<file path="config.mk">
export PLATFORM = sky130hd
export DESIGN_NAME = gpr_filter
export DESIGN_NICKNAME = d
export VERILOG_FILES = /design/src/rtl/core/gpr_pkg.sv /design/src/rtl/core/gpr_filter.sv
export SDC_FILE = /design/constraint.sdc
export NUM_CORES = 1
export LEC_CHECK = 0
export ABC_AREA = 1
export BUFFER_PORTS_ARGS = -buffer_cell sky130_fd_sc_hd__buf_2
export CAP_MARGIN = 20
export CORE_MARGIN = 5
export CORE_UTILIZATION = 55
export DETAILED_ROUTE_END_ITERATION = 10
export GPL_TIMING_DRIVEN = 1
export PLACE_DENSITY_LB_ADDON = 0.2
export SYNTH_ARGS = -nofsm -noshare
export SYNTH_HDL_FRONTEND = slang
export SYNTH_SLANG_ARGS = --single-unit
</file>
<file path="constraint.sdc">
create_clock -name clock -period 8.1 [get_ports clock]
set_input_delay 0.81 -clock clock [delete_from_list [all_inputs] [get_ports clock]]
set_output_delay 0.81 -clock clock [all_outputs]
set_load 0.1 [all_outputs]
</file>
<file path="src/rtl/core/gpr_pkg.sv">
// ----------------------------------------------------------------------------
// gpr_pkg
// Shared types, constants and arithmetic for the 5x5 binomial pyramid reduce.
// ----------------------------------------------------------------------------
package gpr_pkg;

   localparam int MAX_WIDTH_DEF   = 2048;
   localparam int SAMPLE_BITS     = 16;
   localparam int NUM_CH          = 3;
   localparam int TAPS            = 5;
   localparam int LINES           = 4;
   localparam int VSUM_BITS       = SAMPLE_BITS + 4;
   localparam int HSUM_BITS       = SAMPLE_BITS + 8;
   localparam int ROW_BITS        = 12;
   localparam int HEIGHT_BITS     = 13;
   localparam int WIDTH_CFG_BITS  = 12;
   localparam int CHAN_CFG_BITS   = 2;
   localparam int CSR_INDEX_BITS  = 2;
   localparam int CSR_DATA_BITS   = 13;
   localparam int OUT_ROW_BITS    = 11;
   localparam int OUT_COL_BITS    = 10;
   localparam int MIN_SIZE        = 5;
   localparam int MAX_HEIGHT      = 4096;
   localparam int RESET_WIDTH     = 640;
   localparam int RESET_HEIGHT    = 480;
   localparam int RESET_CHANNELS  = 3;
   localparam int FIRST_CENTER    = 4;
   localparam int CENTER_OFFSET   = 2;
   localparam int ROUND_BIAS      = 128;
   localparam int ROUND_SHIFT     = 8;

   typedef enum logic [CSR_INDEX_BITS-1:0] {
      CSR_FRAME_WIDTH   = 2'd0,
      CSR_FRAME_HEIGHT  = 2'd1,
      CSR_CHANNEL_COUNT = 2'd2
   } csr_index_type;

   typedef logic [NUM_CH-1:0][SAMPLE_BITS-1:0]            pixel_type;
   typedef logic [NUM_CH-1:0][VSUM_BITS-1:0]              vsum_type;
   typedef logic [NUM_CH-1:0][HSUM_BITS-1:0]              hsum_type;
   typedef logic [TAPS-1:0][NUM_CH-1:0][SAMPLE_BITS-1:0]  column_type;
   typedef logic [LINES-1:0][NUM_CH-1:0][SAMPLE_BITS-1:0] lines_type;

   typedef struct packed {
      logic                    valid;
      logic                    emit;
      logic                    last;
      logic [OUT_ROW_BITS-1:0] out_row;
      logic [OUT_COL_BITS-1:0] out_col;
   } meta_type;

   typedef struct packed {
      pixel_type               pixel;
      logic [OUT_ROW_BITS-1:0] out_row;
      logic [OUT_COL_BITS-1:0] out_col;
      logic                    last;
   } result_type;

   // 1-4-6-4-1 over five samples
   function automatic logic [VSUM_BITS-1:0] binom_vert(
      input logic [TAPS-1:0][SAMPLE_BITS-1:0] v
   );
      logic [VSUM_BITS-1:0] outer;
      logic [VSUM_BITS-1:0] inner;
      logic [VSUM_BITS-1:0] mid;
      outer = VSUM_BITS'(v[0]) + VSUM_BITS'(v[4]);
      inner = VSUM_BITS'(v[1]) + VSUM_BITS'(v[3]);
      mid   = VSUM_BITS'(v[2]);
      return outer + (inner << 2) + (mid << 2) + (mid << 1);
   endfunction

   // 1-4-6-4-1 over five vertical sums
   function automatic logic [HSUM_BITS-1:0] binom_horz(
      input logic [TAPS-1:0][VSUM_BITS-1:0] v
   );
      logic [HSUM_BITS-1:0] outer;
      logic [HSUM_BITS-1:0] inner;
      logic [HSUM_BITS-1:0] mid;
      outer = HSUM_BITS'(v[0]) + HSUM_BITS'(v[4]);
      inner = HSUM_BITS'(v[1]) + HSUM_BITS'(v[3]);
      mid   = HSUM_BITS'(v[2]);
      return outer + (inner << 2) + (mid << 2) + (mid << 1);
   endfunction

   // (sum + 128) >> 8; cannot overflow since the sum is at most 256 * full scale
   function automatic logic [SAMPLE_BITS-1:0] round_div256(
      input logic [HSUM_BITS-1:0] s
   );
      logic [HSUM_BITS-1:0] biased;
      biased = s + HSUM_BITS'(ROUND_BIAS);
      return biased[HSUM_BITS-1:ROUND_SHIFT];
   endfunction

endpackage

</file>
<file path="src/rtl/core/gpr_filter.sv">
// ----------------------------------------------------------------------------
// gpr_filter
// Vertical 1-4-6-4-1 per column, five-deep column-sum window, horizontal
// 1-4-6-4-1 and rounding, with unused channels forced to zero.
// ----------------------------------------------------------------------------
module gpr_filter (
   input  logic                              clock,
   input  logic                              reset,
   input  logic                              en,
   input  gpr_pkg::meta_type                 s1,
   input  gpr_pkg::column_type               column,
   input  logic [gpr_pkg::CHAN_CFG_BITS-1:0] channel_count,
   output logic                              out_valid,
   output gpr_pkg::result_type               out_item
);

   gpr_pkg::vsum_type [gpr_pkg::TAPS-1:0] vwin_ff;
   gpr_pkg::vsum_type [gpr_pkg::TAPS-1:0] vwin_in;
   gpr_pkg::vsum_type                     vnew;
   gpr_pkg::hsum_type                     hsum_ff;
   gpr_pkg::hsum_type                     hsum_in;
   gpr_pkg::meta_type                     s2_ff;
   gpr_pkg::meta_type                     s3_ff;
   gpr_pkg::meta_type                     s3_in;

   logic [gpr_pkg::TAPS-1:0][gpr_pkg::SAMPLE_BITS-1:0] vtaps;
   logic [gpr_pkg::TAPS-1:0][gpr_pkg::VSUM_BITS-1:0]   htaps;

   always_comb begin
      for (int ch = 0; ch < gpr_pkg::NUM_CH; ch++) begin
         for (int r = 0; r < gpr_pkg::TAPS; r++) begin
            vtaps[r] = column[r][ch];
         end
         vnew[ch] = gpr_pkg::binom_vert(vtaps);
      end
      for (int c = 0; c < gpr_pkg::TAPS - 1; c++) begin
         vwin_in[c] = vwin_ff[c+1];
      end
      vwin_in[gpr_pkg::TAPS-1] = vnew;
   end

   always_comb begin
      for (int ch = 0; ch < gpr_pkg::NUM_CH; ch++) begin
         for (int c = 0; c < gpr_pkg::TAPS; c++) begin
            htaps[c] = vwin_ff[c][ch];
         end
         hsum_in[ch] = gpr_pkg::binom_horz(htaps);
      end
      s3_in       = s2_ff;
      s3_in.valid = s2_ff.valid && s2_ff.emit;
   end

   always_ff @(posedge clock) begin
      if (en && s1.valid) begin
         vwin_ff <= vwin_in;
      end
      if (en) begin
         hsum_ff <= hsum_in;
      end
   end

   always_ff @(posedge clock) begin
      if (reset) begin
         s2_ff <= '0;
         s3_ff <= '0;
      end else if (en) begin
         s2_ff <= s1;
         s3_ff <= s3_in;
      end
   end

   always_comb begin
      for (int ch = 0; ch < gpr_pkg::NUM_CH; ch++) begin
         out_item.pixel[ch] = (gpr_pkg::CHAN_CFG_BITS'(ch) < channel_count) ?
                              gpr_pkg::round_div256(hsum_ff[ch]) : '0;
      end
      out_item.out_row = s3_ff.out_row;
      out_item.out_col = s3_ff.out_col;
      out_item.last    = s3_ff.last;
   end

   assign out_valid = s3_ff.valid;

endmodule

</file>
# Yosys cells after proc, flatten, opt, wreduce, memory -nomap -nowiden
# Index checks and enable logic that the tools add are counted.
# word_totals
reg_bits,419
word_cells,68
inputBits,269
output_inout_bits,71
# classes
mux,3
addsub,33
reduce_logical,2
order_cmp,3
# ops
op,n
$add 20x20->21,6
$add 16x16->17,6
$add 21x23->24,3
$add 24x21->24,3
$add 24x22->24,3
$add 24x8->24 const B,3
$add 17x19->20,3
$add 20x17->20,3
$add 20x18->20,3
$mux 16,3
$lt 1x2->1 const A,2
$logic_and 1x1->1,2
$lt 2x2->1 const A,1

# Longest topological paths before layout
# logic_depth
word_depth,4
ltp_mapped,26
depth_no_buf,26

# Least setup slack after synthesis
# Ideal clock, no wire load.
# synth_timing
path_kind,input -> register
start,in en
end,"reg vwin_ff, in the netlist htaps[0] (enable)"
n_path_buf,2
path_stages,4
arrival_ns,7.079
setup_ns,0.650
setup_slack_ns,0.371
t_required_ns,7.450
cell_sequence,buf_2 > clkbuf_1 > nand2_1 > inv_1
# synth_between
elab_chain_cells,1
# synth_lines
element,line_no,source
"start, declared",gpr_filter.sv:9,"input logic en,"
$logic_and 1x1->1,gpr_filter.sv:54,if (en && s1.valid) begin
"end signal, assigned",gpr_filter.sv:55,vwin_ff <= vwin_in;
"end, declared",gpr_filter.sv:17,gpr_pkg::vsum_type [gpr_pkg::TAPS-1:0] vwin_ff;
# No other way between the ends.
# A chain may end at the register's enable or synchronous reset.

==> qor.yml <==
path_class: "reg2reg"
path_max_fanout: 7
place_inst: 4385
layout_worst_path_cycle_share: 0.550
vias: 24000
power_density_mw_per_mm2: 408
wl_per_cell_um: 17.1
gp_congestion: 0.955
yosysUniqueCellTypes: 43
synth_cells: 3291
drt_wl_total_um: 76400
fmax_mhz: 224
peakVddDrop_mv: 0.352
cellLeakagePower_nw: 16.6
grt_max_degree: 107
crit_arrival_ns: 4.77
drive_above_1_share: 0.127
outcome: "complete, no violations"
cp_slowest_cell: "fa_1"
fin_cells: 4467
drc: 0
vias_per_cell: 5.37
synthFlopType: "edfxtp_1"
crit_path_max_incr_delay_ns: 0.42
avgSynthCellArea_sq_um: 9.68
dpl-instance-area_sq_mm: 0.0345
top_usage_layer: "met2"
io_buffers: 339
hp-class: "in2reg"
ff2ff_setup_slack_ns: 3.64
ys_ff_latch: 398
grt_pass1_vias: 24500
synth_edf_count: 351
path_clk_slew_ns: 0.06
synth_fp_nets: 4127
antenna_found_initial: 4
grt_overflow: 0
worst_hold_slack_ns: 0.423
synthesis.area_sq_mm: 0.0318
clockBufferDepth: 3
drt_iter0_drc: 1430
cp_cell_sequence: "ha_1, nand2_1, inv_1, nand3_1, nor3_1, nand4_1, nand3_1, nand2_1, nand2_1, fa_1, ha_1, ha_1, ha_1, nand2_1, nor4_2, nand2_1, nand4_1, nand2_1"
tritoncts: "built"
worstMarginPinSlew_ns: 0.902
clock-sinks: 398
post-route-min-period_ns: 4.46
drv_slew: 0
hpwl_um: 63800
clk_latency_ns: 0.57
hold_viol: 0
worst_path_most_repeated_cell: "nand2_1"
crit_path_end_kind: "register"
dieHeight_um: 251
use_met3: 0.0438
maxCapViolations: 0
post_cts_resized: 0
holdBufCountCts: 0
cp-start-kind: "register"
grt_use_total: 0.241
rows: 88
yosysSeqAreaShare: 0.361
synthArstFlopShare: 0
pin_count: 340
finClkSkew_ns: 0.0149
numCtsBuffers: 42
yosys_warnings: 0
start_util: 0.554
grt_setup_unrepaired: "no"
cts_max_level: 2
use_met2: 0.402
core_sq_mm: 0.0575
dieArea_sq_mm: 0.0628
grt_pass1_wl_um: 123000
stdcell_area_sq_mm: 0.0359
antenna_left: 0
finalSetupViolations: 0
die_w_um: 251
relSlewSlack: 0.397
drt_first_pass_iters: 5
syn_to_final_growth_pct: 12.7
cts_root_buf: "clkbuf_16"
nNetsFinal: 4502
grt_use_met1: 0.325
finalPower_mw: 14.6
finalSetupTns_ns: 0
cts_setup_buffers: 0
required_ns: 8.41
cells in the mapped netlist, drive strengths merged (13+ instances only):
cell type	count	area, sq um
a21o	24	180
a21oi	253	1280
a31oi	16	100
dfxtp	47	941
edfxtp	351	10500
fa	312	6250
ha	255	3190
inv	452	1700
nand2	645	2450
nand3	156	801
nand4	53	332
nor2	295	1150
nor3	45	260
nor4	13	121
o21ai	151	771
o21bai	25	188
xnor2	50	438
xor2	86	753
per-stage QoR:
| step | setup WS, ns | util |
|---|---|---|
| floorplan | 0.371 | - |
| global placement | 3.24 | 0.600 |
| detailed placement | 3.19 | 0.600 |
| CTS | 3.70 | 0.623 |
| global route | 3.39 | 0.624 |
| finish | 3.64 | 0.624 |
power breakdown:
group / switching (mW) / internal, mW / leakage [nW]
sequential: 0.345 / 3.10 / 3.70
combinational: 6.04 / 3.27 / 12.2
clock: 0.802 / 1.07 / 0.671
state kept, by name (all words and copies together) (netlist names):
| name | cells |
|---|---|
| hsum_ff | 51 |
| htaps | 100 |
| out_item | 22 |
| out_valid | 1 |
| s2_ff | 24 |
| vwin_ff | 200 |
cell type report:
type | count | area (sq um)
fill | 4954 | 21600
inverter | 452 | 1700
tap | 765 | 957
multi-input combinational | 2426 | 18600
clock buffer | 54 | 1180
clock inverter | 23 | 164
sequential | 398 | 11500
timing repair buffer | 346 | 1780
antenna | 3 | 7.51
layout by cell type, fill, tap and decap left out, types with 45 or more instances in the layout:
cell	instances
nand2_1	635
inv_1	443
edfxtp_1	351
buf_2	338
fa_1	312
nor2_1	282
ha_1	255
a21oi_1	250
nand3_1	152
o21ai_0	139
xor2_1	86
nand4_1	53
xnor2_1	50
dfxtp_1	47
clkbuf_16	45
cell families (layout without fill, tap and decap cells):
group | Yosys count | count (layout) | share of synthesized area
compound gates | 499 | 499 | 0.0861
simple gates | 1224 | 1224 | 0.164
other cells | 0 | 3 | 0
xor+xnor | 136 | 136 | 0.0374
flops | 398 | 398 | 0.361
buf+inv | 467 | 875 | 0.0553
fa+ha+maj | 567 | 567 | 0.296
routing by layer:
layer	up-vias	part of all wire
met5	-	0
met2	720	0.47
met4	0	0.030
met1	11400	0.43
li1	11800	-
met3	119	0.068
final timing paths:
kind                          start                     end  cells after the start
max             htaps[75]$_DFFE_PP_   hsum_ff[69]$_DFFE_PP_                     18
min                           reset  s2_ff[23]$_SDFFE_PP0P_                      2
max reg2reg     htaps[75]$_DFFE_PP_   hsum_ff[69]$_DFFE_PP_                     18
min reg2reg  vwin_ff[141]$_DFFE_PP_   vwin_ff[81]$_DFFE_PP_                      0
critical path: cells and delay by family (launching register included):
family	cells	cell delay, ns
AND/OR/NAND/NOR	12	1.90
buffers and inverters	1	0.09
flip-flops	1	0.39
adder cells (fa/ha/maj)	5	1.82
No activity file was read; power rests on OpenSTA's default activity.
