[src/rtl/core/gpr_pkg.sv]
// ----------------------------------------------------------------------------
// gpr_pkg
// Shared types, constants and arithmetic for the 5x5 binomial pyramid reduce.
// ----------------------------------------------------------------------------
package gpr_pkg;

   localparam int MAX_WIDTH_DEF   = 2048;
   localparam int SAMPLE_BITS     = 16;
   localparam int NUM_CH          = 3;
   localparam int TAPS            = 5;
   localparam int LINES           = 4;
   localparam int VSUM_BITS       = SAMPLE_BITS + 4;
   localparam int HSUM_BITS       = SAMPLE_BITS + 8;
   localparam int ROW_BITS        = 12;
   localparam int HEIGHT_BITS     = 13;
   localparam int WIDTH_CFG_BITS  = 12;
   localparam int CHAN_CFG_BITS   = 2;
   localparam int CSR_INDEX_BITS  = 2;
   localparam int CSR_DATA_BITS   = 13;
   localparam int OUT_ROW_BITS    = 11;
   localparam int OUT_COL_BITS    = 10;
   localparam int MIN_SIZE        = 5;
   localparam int MAX_HEIGHT      = 4096;
   localparam int RESET_WIDTH     = 640;
   localparam int RESET_HEIGHT    = 480;
   localparam int RESET_CHANNELS  = 3;
   localparam int FIRST_CENTER    = 4;
   localparam int CENTER_OFFSET   = 2;
   localparam int ROUND_BIAS      = 128;
   localparam int ROUND_SHIFT     = 8;

   typedef enum logic [CSR_INDEX_BITS-1:0] {
      CSR_FRAME_WIDTH   = 2'd0,
      CSR_FRAME_HEIGHT  = 2'd1,
      CSR_CHANNEL_COUNT = 2'd2
   } csr_index_type;

   typedef logic [NUM_CH-1:0][SAMPLE_BITS-1:0]            pixel_type;
   typedef logic [NUM_CH-1:0][VSUM_BITS-1:0]              vsum_type;
   typedef logic [NUM_CH-1:0][HSUM_BITS-1:0]              hsum_type;
   typedef logic [TAPS-1:0][NUM_CH-1:0][SAMPLE_BITS-1:0]  column_type;
   typedef logic [LINES-1:0][NUM_CH-1:0][SAMPLE_BITS-1:0] lines_type;

   typedef struct packed {
      logic                    valid;
      logic                    emit;
      logic                    last;
      logic [OUT_ROW_BITS-1:0] out_row;
      logic [OUT_COL_BITS-1:0] out_col;
   } meta_type;

   typedef struct packed {
      pixel_type               pixel;
      logic [OUT_ROW_BITS-1:0] out_row;
      logic [OUT_COL_BITS-1:0] out_col;
      logic                    last;
   } result_type;

   // 1-4-6-4-1 over five samples
   function automatic logic [VSUM_BITS-1:0] binom_vert(
      input logic [TAPS-1:0][SAMPLE_BITS-1:0] v
   );
      logic [VSUM_BITS-1:0] outer;
      logic [VSUM_BITS-1:0] inner;
      logic [VSUM_BITS-1:0] mid;
      outer = VSUM_BITS'(v[0]) + VSUM_BITS'(v[4]);
      inner = VSUM_BITS'(v[1]) + VSUM_BITS'(v[3]);
      mid   = VSUM_BITS'(v[2]);
      return outer + (inner << 2) + (mid << 2) + (mid << 1);
   endfunction

   // 1-4-6-4-1 over five vertical sums
   function automatic logic [HSUM_BITS-1:0] binom_horz(
      input logic [TAPS-1:0][VSUM_BITS-1:0] v
   );
      logic [HSUM_BITS-1:0] outer;
      logic [HSUM_BITS-1:0] inner;
      logic [HSUM_BITS-1:0] mid;
      outer = HSUM_BITS'(v[0]) + HSUM_BITS'(v[4]);
      inner = HSUM_BITS'(v[1]) + HSUM_BITS'(v[3]);
      mid   = HSUM_BITS'(v[2]);
      return outer + (inner << 2) + (mid << 2) + (mid << 1);
   endfunction

   // (sum + 128) >> 8; cannot overflow since the sum is at most 256 * full scale
   function automatic logic [SAMPLE_BITS-1:0] round_div256(
      input logic [HSUM_BITS-1:0] s
   );
      logic [HSUM_BITS-1:0] biased;
      biased = s + HSUM_BITS'(ROUND_BIAS);
      return biased[HSUM_BITS-1:ROUND_SHIFT];
   endfunction

endpackage

[src/rtl/core/gpr_rsp_if.sv]
// ----------------------------------------------------------------------------
// gpr_rsp_if
// Result channel: valid/ready with filtered samples and reduced coordinates.
// ----------------------------------------------------------------------------
interface gpr_rsp_if;
   logic                             valid;
   logic                             ready;
   logic [gpr_pkg::SAMPLE_BITS-1:0]  filtered_ch0;
   logic [gpr_pkg::SAMPLE_BITS-1:0]  filtered_ch1;
   logic [gpr_pkg::SAMPLE_BITS-1:0]  filtered_ch2;
   logic [gpr_pkg::OUT_ROW_BITS-1:0] out_row;
   logic [gpr_pkg::OUT_COL_BITS-1:0] out_col;
   logic                             frame_last;

   modport source (output valid, output filtered_ch0, output filtered_ch1,
                   output filtered_ch2, output out_row, output out_col,
                   output frame_last, input ready);
   modport sink   (input valid, input filtered_ch0, input filtered_ch1,
                   input filtered_ch2, input out_row, input out_col,
                   input frame_last, output ready);
   modport monitor(input valid, input filtered_ch0, input filtered_ch1,
                   input filtered_ch2, input out_row, input out_col,
                   input frame_last, input ready);
endinterface

[src/rtl/core/gpr_out_skid.sv]
// ----------------------------------------------------------------------------
// gpr_out_skid
// Output register plus skid register; pipeline advance depends only on the
// skid flop, so upstream ready is registered.
// ----------------------------------------------------------------------------
module gpr_out_skid (
   input  logic                 clock,
   input  logic                 reset,
   input  logic                 in_valid,
   input  gpr_pkg::result_type  in_item,
   output logic                 en,
   gpr_rsp_if.source            rsp_chan
);

   logic                 out_valid_ff;
   logic                 skid_valid_ff;
   gpr_pkg::result_type  out_item_ff;
   gpr_pkg::result_type  skid_item_ff;
   logic                 take;

   assign take = !out_valid_ff || rsp_chan.ready;
   assign en   = !skid_valid_ff;

   always_ff @(posedge clock) begin
      if (reset) begin
         out_valid_ff  <= 1'b0;
         skid_valid_ff <= 1'b0;
      end else if (take) begin
         out_valid_ff  <= skid_valid_ff || in_valid;
         skid_valid_ff <= 1'b0;
      end else if (in_valid) begin
         skid_valid_ff <= 1'b1;
      end
   end

   always_ff @(posedge clock) begin
      if (take) begin
         out_item_ff <= skid_valid_ff ? skid_item_ff : in_item;
      end else if (in_valid) begin
         skid_item_ff <= in_item;
      end
   end

   assign rsp_chan.valid        = out_valid_ff;
   assign rsp_chan.filtered_ch0 = out_item_ff.pixel[0];
   assign rsp_chan.filtered_ch1 = out_item_ff.pixel[1];
   assign rsp_chan.filtered_ch2 = out_item_ff.pixel[2];
   assign rsp_chan.out_row      = out_item_ff.out_row;
   assign rsp_chan.out_col      = out_item_ff.out_col;
   assign rsp_chan.frame_last   = out_item_ff.last;

endmodule

[src/flat_wrapper.sv]
// flat-port wrapper written by rule: the top's interface ports become plain ports
module gpr_out_skid_flat 
  (clock, reset, in_valid, in_item, en, rsp_chan_valid, rsp_chan_filtered_ch0, rsp_chan_filtered_ch1, rsp_chan_filtered_ch2, rsp_chan_out_row, rsp_chan_out_col, rsp_chan_frame_last, rsp_chan_ready);
  gpr_rsp_if rsp_chan_i ();
  input  logic clock;
  input  logic reset;
  input  logic in_valid;
  input  gpr_pkg::result_type in_item;
  output logic en;
  output wire logic [$bits(rsp_chan_i.valid)-1:0] rsp_chan_valid;
  output wire logic [$bits(rsp_chan_i.filtered_ch0)-1:0] rsp_chan_filtered_ch0;
  output wire logic [$bits(rsp_chan_i.filtered_ch1)-1:0] rsp_chan_filtered_ch1;
  output wire logic [$bits(rsp_chan_i.filtered_ch2)-1:0] rsp_chan_filtered_ch2;
  output wire logic [$bits(rsp_chan_i.out_row)-1:0] rsp_chan_out_row;
  output wire logic [$bits(rsp_chan_i.out_col)-1:0] rsp_chan_out_col;
  output wire logic [$bits(rsp_chan_i.frame_last)-1:0] rsp_chan_frame_last;
  input wire logic [$bits(rsp_chan_i.ready)-1:0] rsp_chan_ready;
  assign rsp_chan_valid = rsp_chan_i.valid;
  assign rsp_chan_filtered_ch0 = rsp_chan_i.filtered_ch0;
  assign rsp_chan_filtered_ch1 = rsp_chan_i.filtered_ch1;
  assign rsp_chan_filtered_ch2 = rsp_chan_i.filtered_ch2;
  assign rsp_chan_out_row = rsp_chan_i.out_row;
  assign rsp_chan_out_col = rsp_chan_i.out_col;
  assign rsp_chan_frame_last = rsp_chan_i.frame_last;
  assign rsp_chan_i.ready = rsp_chan_ready;
  gpr_out_skid u_core (.clock(clock), .reset(reset), .in_valid(in_valid), .in_item(in_item), .en(en), .rsp_chan(rsp_chan_i));
endmodule
[config.mk]
export PLATFORM = sky130hd
export DESIGN_NAME = gpr_out_skid_flat
export DESIGN_NICKNAME = d
export VERILOG_FILES = /design/src/rtl/core/gpr_pkg.sv /design/src/rtl/core/gpr_rsp_if.sv /design/src/rtl/core/gpr_out_skid.sv /design/src/flat_wrapper.sv
export SDC_FILE = /design/constraint.sdc
export NUM_CORES = 1
export LEC_CHECK = 0
export BUFFER_PORTS_ARGS = -buffer_cell sky130_fd_sc_hd__buf_4
export CAP_MARGIN = 20
export CORE_ASPECT_RATIO = 2
export CORE_MARGIN = 2
export CORE_UTILIZATION = 33
export CTS_BUF_LIST = sky130_fd_sc_hd__clkbuf_8
export CTS_CLUSTER_SIZE = 24
export DETAILED_ROUTE_END_ITERATION = 12
export PLACE_DENSITY = 0.63
export SYNTH_ARGS = -nofsm -noshare
export SYNTH_HDL_FRONTEND = slang
export SYNTH_SLANG_ARGS = --single-unit
[constraint.sdc]
create_clock -name clock -period 9.5 [get_ports clock]
set_input_delay 1.9 -clock clock [delete_from_list [all_inputs] [get_ports clock]]
set_output_delay 1.9 -clock clock [all_outputs]
set_load 0.01 [all_outputs]
# [Yosys cells after proc, flatten, opt, wreduce, memory -nomap -nowiden]
# Index checks and enable logic that the tools add are counted.
[classes] muxes=1 n_bitwise=1 n_reduce_logical=6
[op_table] operator="70-bit 2-to-1 mux" n=1
[op_table] operator="1-bit logical NOT" n=2
[op_table] operator="1-bit logical OR" n=2
[op_table] operator="2-bit AND reduction" n=1
[op_table] operator="2-bit OR reduction" n=1
[op_table] operator="1-bit NOT" n=1
[word_totals] regBits=142 inputBits=74 word_cells=22

# [Logic depth before layout (Yosys ltp)]
[logic_depth] word_depth=4 mapped_depth=4 ltp_nobuf=2

# [Worst setup path after synthesis]
# No wires, ideal clock.
[synth_timing] kind="input -> register" from="in rsp_chan_ready" to="reg u_core.skid_item_ff[0] in the netlist's numbering (enable)" setup_time_ps=498 arrival_ps=6732 required_ps=9002 setup_slack_ps=2270 stages=2 n_path_buf=0 path_cell_list="nand2b_1 > nor2_1"
[synth_via] elab_chain_len=3
[synth_rtl] item="start: declaration" line="flat_wrapper.sv:17" rtl="input wire logic [$bits(rsp_chan_i.ready)-1:0] rsp_chan_ready;"
[synth_rtl] item="1-bit logical OR" line="gpr_out_skid.sv:21" rtl="assign take = !out_valid_ff || rsp_chan.ready;"
[synth_rtl] item="1-bit NOT (no line)"
[synth_rtl] item="2-bit AND reduction (no line)"
[synth_rtl] item="end signal: assignment" line="gpr_out_skid.sv:40" rtl="skid_item_ff <= in_item;"
[synth_rtl] item="end: declaration" line="gpr_out_skid.sv:18" rtl="gpr_pkg::result_type skid_item_ff;"
# No other way between the ends.
# A chain may end at the register's enable or synchronous reset.

# [Worst setup path after layout]
[layout_timing] from="in rsp_chan_ready" to="reg u_core.skid_item_ff[34] in the netlist's numbering (enable)"
[layout_via] elab_chain_len=3
[layout_rtl] item="1-bit logical OR" line="gpr_out_skid.sv:21"
[layout_rtl] item="named net u_core.take" line="gpr_out_skid.sv:19" rtl="logic take;"
[layout_rtl] item="1-bit NOT (no line)"
[layout_rtl] item="2-bit AND reduction (no line)"
# The timed path passes the listed nets, and every way through them passes these cells.

==> impl_results.md <==
* Outcome: completed
* Switching pwr at between 0.2 and 0.3 mW
* Int Power at 1.05 mW
* Overall Global Routing Usage at 0.120
* CTS Hold Bufs at 0
* CTS root buf: clkbuf_8
* Max cap viols at 0
* Crit path max fanout at 73
* Fmax at ~280 MHz
* Tightest Pin Transition at between 1 and 1.5 ns
* Die X at approximately 95 µm
* Max clock buf depth at 2
* Hold slack at between 0.5 and 0.6 ns
* Critical Path Max Stage Delay at between 0.7 and 0.8 ns
* Crit-path cells: buf_4 -> nand2b_4 -> nor2_4 -> buf_4
* Critical path's slowest cell: buf_4
* Final instance area at 7100 µm²
* Slew Limit Headroom at 0.312
* CP required at 9.56 ns
* Initial core utilization at 0.336
* GPL Wtd Cong at just over 0.7
* Die H at about 190 µm
* Mapped Area at between 5000 and 6000 µm²
* Critical Path AT at ~3.6 ns
* Layout cell share with drive strength beyond 1 at 0.628
* Clock buffer count from CTS at 17
* Flops & latches, synth at between 100 and 150
* Power per Cell Area at 189 nW/µm²
* Power Total at about 1.3 mW
* Commonest non-fill, non-tap cell in the layout: buf_4
* Filler Cell Count at between 1000 and 1500
* Most common cell on crit path: buf_4
* Post-CTS sizing at 0
* Clock power share at 0.363
* Worst setup SP type: input port
* Area grow syn2layout at 29.9%
* DRC viols at 0
* Peak VDD IR at between 0.06 and 0.07 mV
* Initial antenna violation count at 0
* Yosys cell types at 11
* Clk sinks at between 100 and 150
* Largest net degree at the start of global routing at between 70 and 80
* Post-DP Area at 6700 µm²
* Post-Syn Nets at around 300
* Sequential area share after synthesis at 0.776
* CORE AREA at between 15000 and 20000 µm²
* Vias in the first global route at between 2000 and 3000
* RSZ-0062 raised after global routing: false
* Combinational group share of total power at 0.089
* Layout Skew at between 0.01 and 0.015 ns
* DR WL/cell at between 15 and 20 µm
* Routed wire length at 10200 µm
* Multi-input gate area at 1080 µm²
* Initial DRC count at ~150
* Fin. max-slew vios at 0
* Cell count after synthesis at between 200 and 250
* Most frequent cells in the layout: buf_4 (147), edfxtp_1 (140), mux2_4 (68), clkbuf_8 (17), clkinvlp_4 (6)
* Number of diodes at 0
* Final hold viol count at 0
* Crit path kind: input port to flop
* CTS tree: done
* TritonRoute pass-1 iters at 4
* Yosys warns at 0
* Boundary pin count at 146
* Switch share at 0.215
* Routed vias/inst at 4.28
* Mapped Avg Cell Area at roughly 24 µm²
* Inst Count DP at 570
* Leakage at 2.77 nW
* Setup-failing EPs final at 0
* Rows at 66
* Antenna Nets Post-Route at 0
* Register Area at 4250 µm²
* Flop pwr share at 0.549
* H-tree levels at 4
* Final Critical Period at around 3.6 ns
* HPWL Detailed at around 6900 µm
* Clock transition time at the flip-flop clock pins of the worst setup and hold paths at 0.08 ns
* IO buf count at between 100 and 150
* Period utilization at 0.377
* Setup TNS at 0 ns
* Grt total ovfl at 0
* First-pass GRT wire length at 15100 µm
* Clk_lat worst skew at 0.44 ns
* Vias at around 2600
* Layout net count at between 400 and 500
* Die area at around 18000 µm²
* Finished Layout Cells at 602
* CP Capture Type: flop
* Postcts setup bufs at 0
* HP Class: flop to flop
==> sequential cells by signal, summed over array words and instances, names as in the netlist <==
register	count
u_core.rsp_chan.filtered_ch0	16
u_core.rsp_chan.filtered_ch1	16
u_core.rsp_chan.filtered_ch2	16
u_core.rsp_chan.frame_last	1
u_core.rsp_chan.out_col	10
u_core.rsp_chan.out_row	11
u_core.rsp_chan.valid	1
u_core.skid_item_ff	70
u_core.skid_valid_ff	1
==> power groups by stage <==
stage | sequential, mW | combinational (mW) | clock, mW
finish | 0.736 | 0.119 | 0.486
global route | 0.739 | 0.127 | 0.532
CTS | 0.736 | 0.121 | 0.507
detailed placement | 0.750 | 0.121 | 0
global placement | 0.749 | 0.119 | 0
floorplan | 0.760 | 0.0397 | 0
==> synth_stat cells, drive strengths merged <==
cell,n,share of area
inv,2,0.0014
dfxtp,2,0.0073
nor3,1,0.00091
nand2b,1,0.0011
a21oi,1,0.00091
edfxtp,140,0.77
mux2,70,0.19
buf,8,0.028
nor2,2,0.0014
==> cell type report <==
| class | instances | share of cell area |
|---|---|---|
| clock buffers | 17 | 0.0329 |
| flip-flops and latches | 142 | 0.598 |
| clock inverters | 15 | 0.0245 |
| inverters | 2 | 0.00106 |
| multi-input cells | 75 | 0.152 |
| repair buffers | 147 | 0.155 |
| well taps | 204 | 0.0359 |
==> through the flow <==
| step | setup slack [ns] | util |
|---|---|---|
| 3_3_place_gp | 5.46 | 0.412 |
| 2_1_floorplan | 2.27 | - |
| 5_1_grt | 5.78 | 0.437 |
| 3_5_place_dp | 5.38 | 0.412 |
| 4_1_cts | 5.87 | 0.437 |
| 6_report | 5.92 | 0.437 |
==> critical path: cells and delay by family <==
family / cells / cell delay (ns)
AND/OR/NAND/NOR: 2 / 0.83
buffers and inverters: 2 / 0.85
==> metal layers <==
| layer | vias to the layer above | part of all wire | global-route usage |
|---|---|---|---|
| met2 | 73 | 0.57 | 0.210 |
| met1 | 1280 | 0.37 | 0.128 |
| met4 | 0 | 0.019 | 0.0626 |
| met3 | 9 | 0.040 | 0.0356 |
| li1 | 1214 | - | - |
| met5 | - | 0 | 0 |
==> final timing paths <==
| check | from | endpoint | slack, ns | depth (start not counted) |
|---|---|---|---|---|
| hold reg to reg | u_core.skid_item_ff[2] | u_core.rsp_chan.out_col[1] | 0.55 | 1 |
| setup / recovery | rsp_chan_ready | u_core.skid_item_ff[34] | 5.92 | 4 |
| hold / removal | u_core.skid_item_ff[2] | u_core.rsp_chan.out_col[1] | 0.55 | 1 |
| setup reg to reg | u_core.rsp_chan.valid | u_core.skid_item_ff[34] | 7.19 | 3 |
==> logic make-up (layout without fill, tap and decap cells) <==
logic type | count (synthesis) | after routing | share of synthesized area
AND/OR/NAND/NOR | 4 | 4 | 0.00343
flip-flops | 142 | 142 | 0.776
AO/OA/AOI/OAI | 1 | 1 | 0.000914
buffers and inverters | 10 | 181 | 0.0290
multiplexers | 70 | 70 | 0.191
No activity file was read; power rests on OpenSTA's default activity.
