==> src/rtl/core/gpr_pkg.sv <==
// ----------------------------------------------------------------------------
// gpr_pkg
// Shared types, constants and arithmetic for the 5x5 binomial pyramid reduce.
// ----------------------------------------------------------------------------
package gpr_pkg;

   localparam int MAX_WIDTH_DEF   = 2048;
   localparam int SAMPLE_BITS     = 16;
   localparam int NUM_CH          = 3;
   localparam int TAPS            = 5;
   localparam int LINES           = 4;
   localparam int VSUM_BITS       = SAMPLE_BITS + 4;
   localparam int HSUM_BITS       = SAMPLE_BITS + 8;
   localparam int ROW_BITS        = 12;
   localparam int HEIGHT_BITS     = 13;
   localparam int WIDTH_CFG_BITS  = 12;
   localparam int CHAN_CFG_BITS   = 2;
   localparam int CSR_INDEX_BITS  = 2;
   localparam int CSR_DATA_BITS   = 13;
   localparam int OUT_ROW_BITS    = 11;
   localparam int OUT_COL_BITS    = 10;
   localparam int MIN_SIZE        = 5;
   localparam int MAX_HEIGHT      = 4096;
   localparam int RESET_WIDTH     = 640;
   localparam int RESET_HEIGHT    = 480;
   localparam int RESET_CHANNELS  = 3;
   localparam int FIRST_CENTER    = 4;
   localparam int CENTER_OFFSET   = 2;
   localparam int ROUND_BIAS      = 128;
   localparam int ROUND_SHIFT     = 8;

   typedef enum logic [CSR_INDEX_BITS-1:0] {
      CSR_FRAME_WIDTH   = 2'd0,
      CSR_FRAME_HEIGHT  = 2'd1,
      CSR_CHANNEL_COUNT = 2'd2
   } csr_index_type;

   typedef logic [NUM_CH-1:0][SAMPLE_BITS-1:0]            pixel_type;
   typedef logic [NUM_CH-1:0][VSUM_BITS-1:0]              vsum_type;
   typedef logic [NUM_CH-1:0][HSUM_BITS-1:0]              hsum_type;
   typedef logic [TAPS-1:0][NUM_CH-1:0][SAMPLE_BITS-1:0]  column_type;
   typedef logic [LINES-1:0][NUM_CH-1:0][SAMPLE_BITS-1:0] lines_type;

   typedef struct packed {
      logic                    valid;
      logic                    emit;
      logic                    last;
      logic [OUT_ROW_BITS-1:0] out_row;
      logic [OUT_COL_BITS-1:0] out_col;
   } meta_type;

   typedef struct packed {
      pixel_type               pixel;
      logic [OUT_ROW_BITS-1:0] out_row;
      logic [OUT_COL_BITS-1:0] out_col;
      logic                    last;
   } result_type;

   // 1-4-6-4-1 over five samples
   function automatic logic [VSUM_BITS-1:0] binom_vert(
      input logic [TAPS-1:0][SAMPLE_BITS-1:0] v
   );
      logic [VSUM_BITS-1:0] outer;
      logic [VSUM_BITS-1:0] inner;
      logic [VSUM_BITS-1:0] mid;
      outer = VSUM_BITS'(v[0]) + VSUM_BITS'(v[4]);
      inner = VSUM_BITS'(v[1]) + VSUM_BITS'(v[3]);
      mid   = VSUM_BITS'(v[2]);
      return outer + (inner << 2) + (mid << 2) + (mid << 1);
   endfunction

   // 1-4-6-4-1 over five vertical sums
   function automatic logic [HSUM_BITS-1:0] binom_horz(
      input logic [TAPS-1:0][VSUM_BITS-1:0] v
   );
      logic [HSUM_BITS-1:0] outer;
      logic [HSUM_BITS-1:0] inner;
      logic [HSUM_BITS-1:0] mid;
      outer = HSUM_BITS'(v[0]) + HSUM_BITS'(v[4]);
      inner = HSUM_BITS'(v[1]) + HSUM_BITS'(v[3]);
      mid   = HSUM_BITS'(v[2]);
      return outer + (inner << 2) + (mid << 2) + (mid << 1);
   endfunction

   // (sum + 128) >> 8; cannot overflow since the sum is at most 256 * full scale
   function automatic logic [SAMPLE_BITS-1:0] round_div256(
      input logic [HSUM_BITS-1:0] s
   );
      logic [HSUM_BITS-1:0] biased;
      biased = s + HSUM_BITS'(ROUND_BIAS);
      return biased[HSUM_BITS-1:ROUND_SHIFT];
   endfunction

endpackage

==> src/rtl/core/gpr_scan.sv <==
// ----------------------------------------------------------------------------
// gpr_scan
// Frame registers, raster position counters and per-word output tagging.
// ----------------------------------------------------------------------------
module gpr_scan #(
   parameter int MAX_WIDTH = gpr_pkg::MAX_WIDTH_DEF
) (
   input  logic                                 clock,
   input  logic                                 reset,
   input  logic                                 csr_we,
   input  logic [gpr_pkg::CSR_INDEX_BITS-1:0]   csr_index,
   input  logic [gpr_pkg::CSR_DATA_BITS-1:0]    csr_wdata,
   input  logic                                 fire,
   input  logic                                 en,
   output logic [$clog2(MAX_WIDTH)-1:0]         col_addr,
   output gpr_pkg::meta_type                    s1,
   output logic [gpr_pkg::CHAN_CFG_BITS-1:0]    channel_count
);

   localparam int COL_BITS = $clog2(MAX_WIDTH);
   localparam int WB = (COL_BITS + 1 > gpr_pkg::WIDTH_CFG_BITS) ?
                       COL_BITS + 1 : gpr_pkg::WIDTH_CFG_BITS;
   localparam int OB = (COL_BITS - 1 > gpr_pkg::OUT_COL_BITS) ?
                       COL_BITS - 1 : gpr_pkg::OUT_COL_BITS;
   localparam int HB = gpr_pkg::HEIGHT_BITS;
   localparam int RESET_W = (gpr_pkg::RESET_WIDTH > MAX_WIDTH) ?
                            MAX_WIDTH : gpr_pkg::RESET_WIDTH;
   localparam logic [WB-1:0] MAX_W = WB'(MAX_WIDTH);
   localparam logic [WB-1:0] MIN_W = WB'(gpr_pkg::MIN_SIZE);
   localparam logic [HB-1:0] MAX_H = HB'(gpr_pkg::MAX_HEIGHT);
   localparam logic [HB-1:0] MIN_H = HB'(gpr_pkg::MIN_SIZE);

   logic [WB-1:0]                        width_ff;
   logic [HB-1:0]                        height_ff;
   logic [gpr_pkg::CHAN_CFG_BITS-1:0]    chan_ff;
   logic [COL_BITS-1:0]                  col_ff;
   logic [gpr_pkg::ROW_BITS-1:0]         row_ff;
   gpr_pkg::meta_type                    s1_ff;
   gpr_pkg::meta_type                    s1_in;

   logic [WB-1:0]  wr_width;
   logic [HB-1:0]  wr_height;
   logic           cfg_hit;
   logic [WB-1:0]  col_next;
   logic [HB-1:0]  row_next;
   logic [OB-1:0]  half_col;

   always_comb begin
      wr_width  = WB'(csr_wdata[gpr_pkg::WIDTH_CFG_BITS-1:0]);
      wr_height = csr_wdata[HB-1:0];
      if (wr_width < MIN_W) begin
         wr_width = MIN_W;
      end else if (wr_width > MAX_W) begin
         wr_width = MAX_W;
      end
      if (wr_height < MIN_H) begin
         wr_height = MIN_H;
      end else if (wr_height > MAX_H) begin
         wr_height = MAX_H;
      end
      unique case (gpr_pkg::csr_index_type'(csr_index))
         gpr_pkg::CSR_FRAME_WIDTH,
         gpr_pkg::CSR_FRAME_HEIGHT,
         gpr_pkg::CSR_CHANNEL_COUNT: cfg_hit = csr_we;
         default:                    cfg_hit = 1'b0;
      endcase
   end

   always_ff @(posedge clock) begin
      if (reset) begin
         width_ff  <= WB'(RESET_W);
         height_ff <= HB'(gpr_pkg::RESET_HEIGHT);
         chan_ff   <= gpr_pkg::CHAN_CFG_BITS'(gpr_pkg::RESET_CHANNELS);
      end else if (csr_we) begin
         unique case (gpr_pkg::csr_index_type'(csr_index))
            gpr_pkg::CSR_FRAME_WIDTH:   width_ff  <= wr_width;
            gpr_pkg::CSR_FRAME_HEIGHT:  height_ff <= wr_height;
            gpr_pkg::CSR_CHANNEL_COUNT:
               chan_ff <= csr_wdata[gpr_pkg::CHAN_CFG_BITS-1:0];
            default: ;
         endcase
      end
   end

   assign col_next = WB'(col_ff) + WB'(1);
   assign row_next = HB'(row_ff) + HB'(1);

   always_ff @(posedge clock) begin
      if (reset || cfg_hit) begin
         col_ff <= '0;
         row_ff <= '0;
      end else if (fire) begin
         if (col_next == width_ff) begin
            col_ff <= '0;
            row_ff <= (row_next == height_ff) ? '0 : row_next[gpr_pkg::ROW_BITS-1:0];
         end else begin
            col_ff <= col_next[COL_BITS-1:0];
         end
      end
   end

   assign half_col = OB'(col_ff[COL_BITS-1:1]) - OB'(gpr_pkg::CENTER_OFFSET);

   always_comb begin
      s1_in.valid   = fire;
      s1_in.emit    = (row_ff >= gpr_pkg::ROW_BITS'(gpr_pkg::FIRST_CENTER)) &&
                      (col_ff >= COL_BITS'(gpr_pkg::FIRST_CENTER)) &&
                      !row_ff[0] && !col_ff[0];
      s1_in.last    = (HB'(row_ff) + HB'(gpr_pkg::CENTER_OFFSET) >= height_ff) &&
                      (WB'(col_ff) + WB'(gpr_pkg::CENTER_OFFSET) >= width_ff);
      s1_in.out_row = row_ff[gpr_pkg::ROW_BITS-1:1] -
                      gpr_pkg::OUT_ROW_BITS'(gpr_pkg::CENTER_OFFSET);
      s1_in.out_col = half_col[gpr_pkg::OUT_COL_BITS-1:0];
   end

   always_ff @(posedge clock) begin
      if (reset) begin
         s1_ff <= '0;
      end else if (en) begin
         s1_ff <= s1_in;
      end
   end

   assign col_addr      = col_ff;
   assign s1            = s1_ff;
   assign channel_count = chan_ff;

endmodule

==> config.mk <==
export PLATFORM = sky130hd
export DESIGN_NAME = gpr_scan
export DESIGN_NICKNAME = d
export VERILOG_FILES = /design/src/rtl/core/gpr_pkg.sv /design/src/rtl/core/gpr_scan.sv
export SDC_FILE = /design/constraint.sdc
export NUM_CORES = 1
export LEC_CHECK = 0
export BUFFER_PORTS_ARGS = -buffer_cell sky130_fd_sc_hd__buf_4
export CAP_MARGIN = 20
export CELL_PAD_IN_SITES_DETAIL_PLACEMENT = 1
export CELL_PAD_IN_SITES_GLOBAL_PLACEMENT = 1
export CORE_ASPECT_RATIO = 1.2
export CORE_MARGIN = 3
export CORE_UTILIZATION = 46
export CTS_BUF_LIST = sky130_fd_sc_hd__clkbuf_4
export DETAILED_ROUTE_END_ITERATION = 7
export GPL_TIMING_DRIVEN = 0
export PLACE_DENSITY = 0.9
export SYNTH_ARGS = -nofsm -noshare
export SYNTH_HDL_FRONTEND = slang
export SYNTH_SLANG_ARGS = --single-unit
==> constraint.sdc <==
create_clock -name clock -period 3.7 [get_ports clock]
set_input_delay 0.555 -clock clock [delete_from_list [all_inputs] [get_ports clock]]
set_output_delay 0.555 -clock clock [all_outputs]
set_load 0.03 [all_outputs]
Word-level counts from Yosys, hierarchy flattened
Index checks and enable logic that the tools add are counted.
Word-level totals
  memory bits (read-only): 0
  bits in latches: 0
  flip-flop bits (word level): 74
  memories kept: 0
  RAM bits: 0
  output and inout port bits: 37
  input port bits: 20
Operators by class
  divide/modulo/power cells: 0
  magnitude comparators: 8
  bitwise logic cells: 0
  eq/ne operators: 4
  reductions and logical operators: 13
  add/subtract/negate cells: 6
  shift operators: 0
  multiply operators: 0
  muxes and demuxes: 7
Operator list (number)
  12-bit 2-to-1 mux: 3
  13-bit 2-to-1 mux: 2
  12-bit by 1-bit adder with 13-bit output (second input constant): 1
  12-bit by 2-bit adder with 13-bit output (second input constant): 1
  13-bit == test: 1
  13-bit >= comparator: 1
  13-bit > comparator (second input constant): 1
  13-bit by 3-bit less-than comparator with 1-bit output (second input constant): 1
  11-bit by 1-bit adder with 12-bit output (second input constant): 1
  11-bit by 2-bit adder with 12-bit output (second input constant): 1
  12-bit == test: 1
  12-bit >= comparator: 1
  12-bit by 3-bit >= comparator with 1-bit output (second input constant): 1
  12-bit > comparator (second input constant): 1
  12-bit by 3-bit less-than comparator with 1-bit output (second input constant): 1
  11-bit by 3-bit >= comparator with 1-bit output (second input constant): 1
  11-bit 2-to-1 mux: 1
  11-bit by 2-bit subtractor with 11-bit output (second input constant): 1
  10-bit by 2-bit subtractor with 10-bit output (second input constant): 1
  2-bit AND reduction: 4
  1-bit logical AND: 4
  3-bit OR reduction: 1
  2-bit by 1-bit == test with 1-bit output (second input constant): 1
  2-bit == test (second input constant): 1
  4 further kinds: 5

Logic depth before layout (Yosys ltp)
  word-level depth: 4
  depth in mapped cells: 11
  mapped depth without buffers: 11

Worst setup path after synthesis
Ideal clock, no wire load.
  path kind: register to register
  start: register col_ff[2] (netlist: col_addr[2])
  end: register s1_ff, in the netlist s1[21]
  cell stages (with the launch flop): 11
  data arrival time: 2.850 ns
  required time: 3.585 ns
  path buffers: 0
  path slack: 0.735 ns
  cells stage by stage: dfxtp_1 > ha_1 > nand3_1 > or2_2 > nor2_1 > xnor2_1 > ha_1 > nand2_1 > or4_1 > o2111a_1 > a2111oi_0
Between the ends
  longest elaborated chain between the ends: 3
Ends and longest elaborated chain
  from (decl): line gpr_scan.sv:36  | logic [COL_BITS-1:0] col_ff;
  from (signal assigned): line gpr_scan.sv:97  | col_ff <= col_next[COL_BITS-1:0];
  11-bit by 2-bit adder with 12-bit output: line gpr_scan.sv:110  | (WB'(col_ff) + WB'(gpr_pkg::CENTER_OFFSET) >= width_ff);
  12-bit >= comparator: line gpr_scan.sv:110
  1-bit logical AND: line gpr_scan.sv:109  | s1_in.last = (HB'(row_ff) + HB'(gpr_pkg::CENTER_OFFSET) >= height_ff) &&
  to (signal assigned): line gpr_scan.sv:120  | s1_ff <= s1_in;
  to (decl): line gpr_scan.sv:38  | gpr_pkg::meta_type s1_ff;
Every way passes these cells.
A chain may end at the register's enable or synchronous reset.

Worst setup path after layout
  start: register row_ff[2] (netlist bit)
  end: register row_ff[8] (netlist bit)
Between the ends
  longest elaborated chain between the ends: 3
Ends and longest elaborated chain
  from (decl): line gpr_scan.sv:37  | logic [gpr_pkg::ROW_BITS-1:0] row_ff;
  from (signal assigned): line gpr_scan.sv:95  | row_ff <= (row_next == height_ff) ? '0 : row_next[gpr_pkg::ROW_BITS-1:0];
  12-bit by 1-bit adder with 13-bit output (*): line gpr_scan.sv:86  | assign row_next = HB'(row_ff) + HB'(1);
  13-bit == test: line gpr_scan.sv:95
  12-bit 2-to-1 mux (*): line gpr_scan.sv:95
Mark *: on every way between the ends. The rest lies on a longest branch, timed or not.

==> flow_summary.ini <==
[outcome]
outcome = finished clean

[synthesis]
synthTopCellsByCount = dfxtp_1, nor2_1, xnor2_1
synth_fp_nets = 667
yosys-top-cells-area = dfxtp_1, ha_1, xnor2_1
syn_area_per_cell_um2 = 8.192
ys_ff_latch = 74
synth-edff-count = 0
synth_area_mm2 = 0.004997
synthDistinctLibCells = 61
yosysWarnings = 0
ys_seq_area_share_pct = 29.64
yosysMostFrequentCell = dfxtp_1
synth.top_cell.area_share_pct = 29.64
synth-main-ff-cell = dfxtp_1
yosysTopAreaCell = dfxtp_1
async_flop_share_pct = 0
synthCells = 610

[worst_hold_path]
hold_path_depth = 2
min_to = height_ff[8]
worstHoldStart = csr_wdata[8]
holdCritPathClass = in -> reg

[cts]
hold_buffers = 0
clkLatencyLatePin_ns = 0.45
max-clock-path-buffers = 2
cts_setup_buffers = 0
htree_num_levels = 3
cts_made_buffers = 9
clk_pin_slew_ns = 0.12
clockRootBuffer = clkbuf_4
cts_tree = yes
cts.repair.resized = 0
clock-sinks = 74

[grt]
grt_overflow = 0
grt_pass1_wl_um = 25830
antenna_found_initial = 1
gr-usage-all-layers_pct = 26.99
grt_pass1_vias = 5071
grt_max_degree = 13

[layout]
multi_input_area_mm2 = 0.003193
drive_gt1_share_pct = 14.29
final_util_pct = 53.63
n_fill_cell = 1329
final_nets = 731
stdcell_count = 809
synthToLayoutAreaGrowth_pct = 13.42
seqCellArea_mm2 = 0.001481

[placement]
gp_congestion = 0.9100
io_buffers = 53
hpwl_um = 12630
dp_cells = 792

[critical_path]
endpoint_kind = flop
cp.arrival_ns = 3.65
r2r_slack_ns = 0.39
cp_data_required_time_ns = 4.05
reg2regPathDepth = 8
r2r_end = row_ff[8]
worstPathMaxFanout = 9
r2r-start = row_ff[2]
crit_type = reg -> reg
start_kind = flop

[power]
p_sw_uw = 476.4
clockPowerShare_pct = 29.4
swShare_pct = 31.25
vdd_ir_drop_max_mv = 0.1485
power_leakage_uw = 0.002319
p_comb_share_pct = 15.1
power_density_mw_per_mm2 = 268.9
finalPower_uw = 1524
power_frac_seq_pct = 55.4
internal_power_uw = 1048

[floorplan]
start_util_pct = 47.29
ioPinCount = 57
core_mm2 = 0.01057
fp.dieH_um = 120.2
die_width_um = 101.1
die_area_mm2 = 0.01216
rows = 41

[sta]
report.final.slew_viol_count = 0
skew_ns = 0.02327
finalCritPeriodShare_pct = 89.42
relSlewSlack_pct = 39.99
worst_slew_pin_slew_ns = 0.9002
setup_viol = 0
hold_violations = 0
fin_setup_tns_ns = 0
fmax_mhz = 302.2
period_needed_ns = 3.309
rsz0062_at_grt = false

[route]
drt-initial-drc-count = 225
vias = 4957
wl_per_cell_um = 19.86
antenna_left = 0
vias_per_cell = 6.127
drcViolationCount = 0
wirelength_um = 16070
drtPass1Iterations = 4

[run]
maxCapViolations = 0
registers in the layout, indices dropped and copies added (netlist names):
register and flops:
height_ff 13, row_ff 12, width_ff 12, col_addr 11, s1 24, channel_count 2
cell type report:
class                      instances  area share [%]
antenna                            1         0.04415
buffer                            37           2.914
clock buffer                      10           1.325
clock inverter                     6          0.5960
inverter                          42           2.781
multi-input combinational        457           56.34
sequential                        74           26.14
tap                              129           2.848
timing repair buffer              53           7.020
worst max-delay path by stage:
| stage | slack, ns | from | endpoint |
|---|---|---|---|
| 6_report | 0.39 | row_ff[2] | row_ff[8] |
| 5_1_grt | 0.15 | row_ff[2] | row_ff[1] |
| 4_1_cts | 0.45 | col_addr[2] | row_ff[8] |
| 3_5_place_dp | 0.46 | row_ff[2] | row_ff[8] |
| 3_3_place_gp | 0.59 | row_ff[2] | row_ff[1] |
| 2_1_floorplan | 0.74 | col_addr[2] | s1[21] |
cell usage in the layout, fill, tap and decap left out, types with 7 or more instances in the layout:
cell,synthesis,routed
buf_2,15,15
o21ai_0,10,10
a211oi_1,21,21
a311oi_1,7,7
clkbuf_4,0,10
nor2_1,70,70
buf_4,2,55
xnor2_1,46,46
dfxtp_1,74,74
xor2_1,16,16
a21oi_1,28,28
a22oi_1,9,9
or4_1,8,8
nand2_1,35,35
inv_1,42,42
nand4_1,18,18
mux2i_1,10,10
nor3_1,24,24
clkbuf_1,20,20
ha_1,37,37
nand3_1,15,15
metal layers:
layer | GRT usage (%) | wire length, µm | vias up
met1 | 34.09 | 6967 | 2435
met5 | 0 | 0 | -
met4 | 12.80 | 607 | 0
met3 | 3.289 | 624 | 44
li1 | - | - | 2323
met2 | 45.13 | 7864 | 155
through the flow:
stage | hold WS (ns) | area, µm² | setup WS, ns
2_1_floorplan | 0.4613 | 4997 | 0.7352
3_3_place_gp | 0.4584 | 5557 | 0.5891
3_5_place_dp | 0.4646 | 5557 | 0.4612
4_1_cts | 0.3334 | 5665 | 0.4504
5_1_grt | 0.3463 | 5668 | 0.1532
6_report | 0.3589 | 5668 | 0.3914
logic make-up after synthesis:
group / count (synthesis) / synth area share, %
multiplexers: 10 / 2.003
XOR/XNOR: 62 / 10.87
AO/OA/AOI/OAI: 125 / 18.73
AND/OR/NAND/NOR: 223 / 23.04
adder cells (fa/ha/maj): 37 / 9.264
flip-flops: 74 / 29.64
buffers and inverters: 79 / 6.459
power groups by stage:
stage / combinational (µW) / clock, µW / sequential, µW
3_3_place_gp: 222 / 0 / 861
6_report: 231 / 449 / 845
3_5_place_dp: 230 / 0 / 863
5_1_grt: 252 / 481 / 849
4_1_cts: 231 / 454 / 845
2_1_floorplan: 107 / 0 / 891
critical path, cell delays in order (launching register included):
cell and delay, ns:
dfxtp_1 0.62, ha_1 0.34, nand4_1 0.33, nor3_2 0.36
xnor2_1 0.21, a2111oi_4 0.11, a31oi_1 0.66, nand2_2 0.30
o31ai_2 0.30
(Power assumes the default switching activity.)
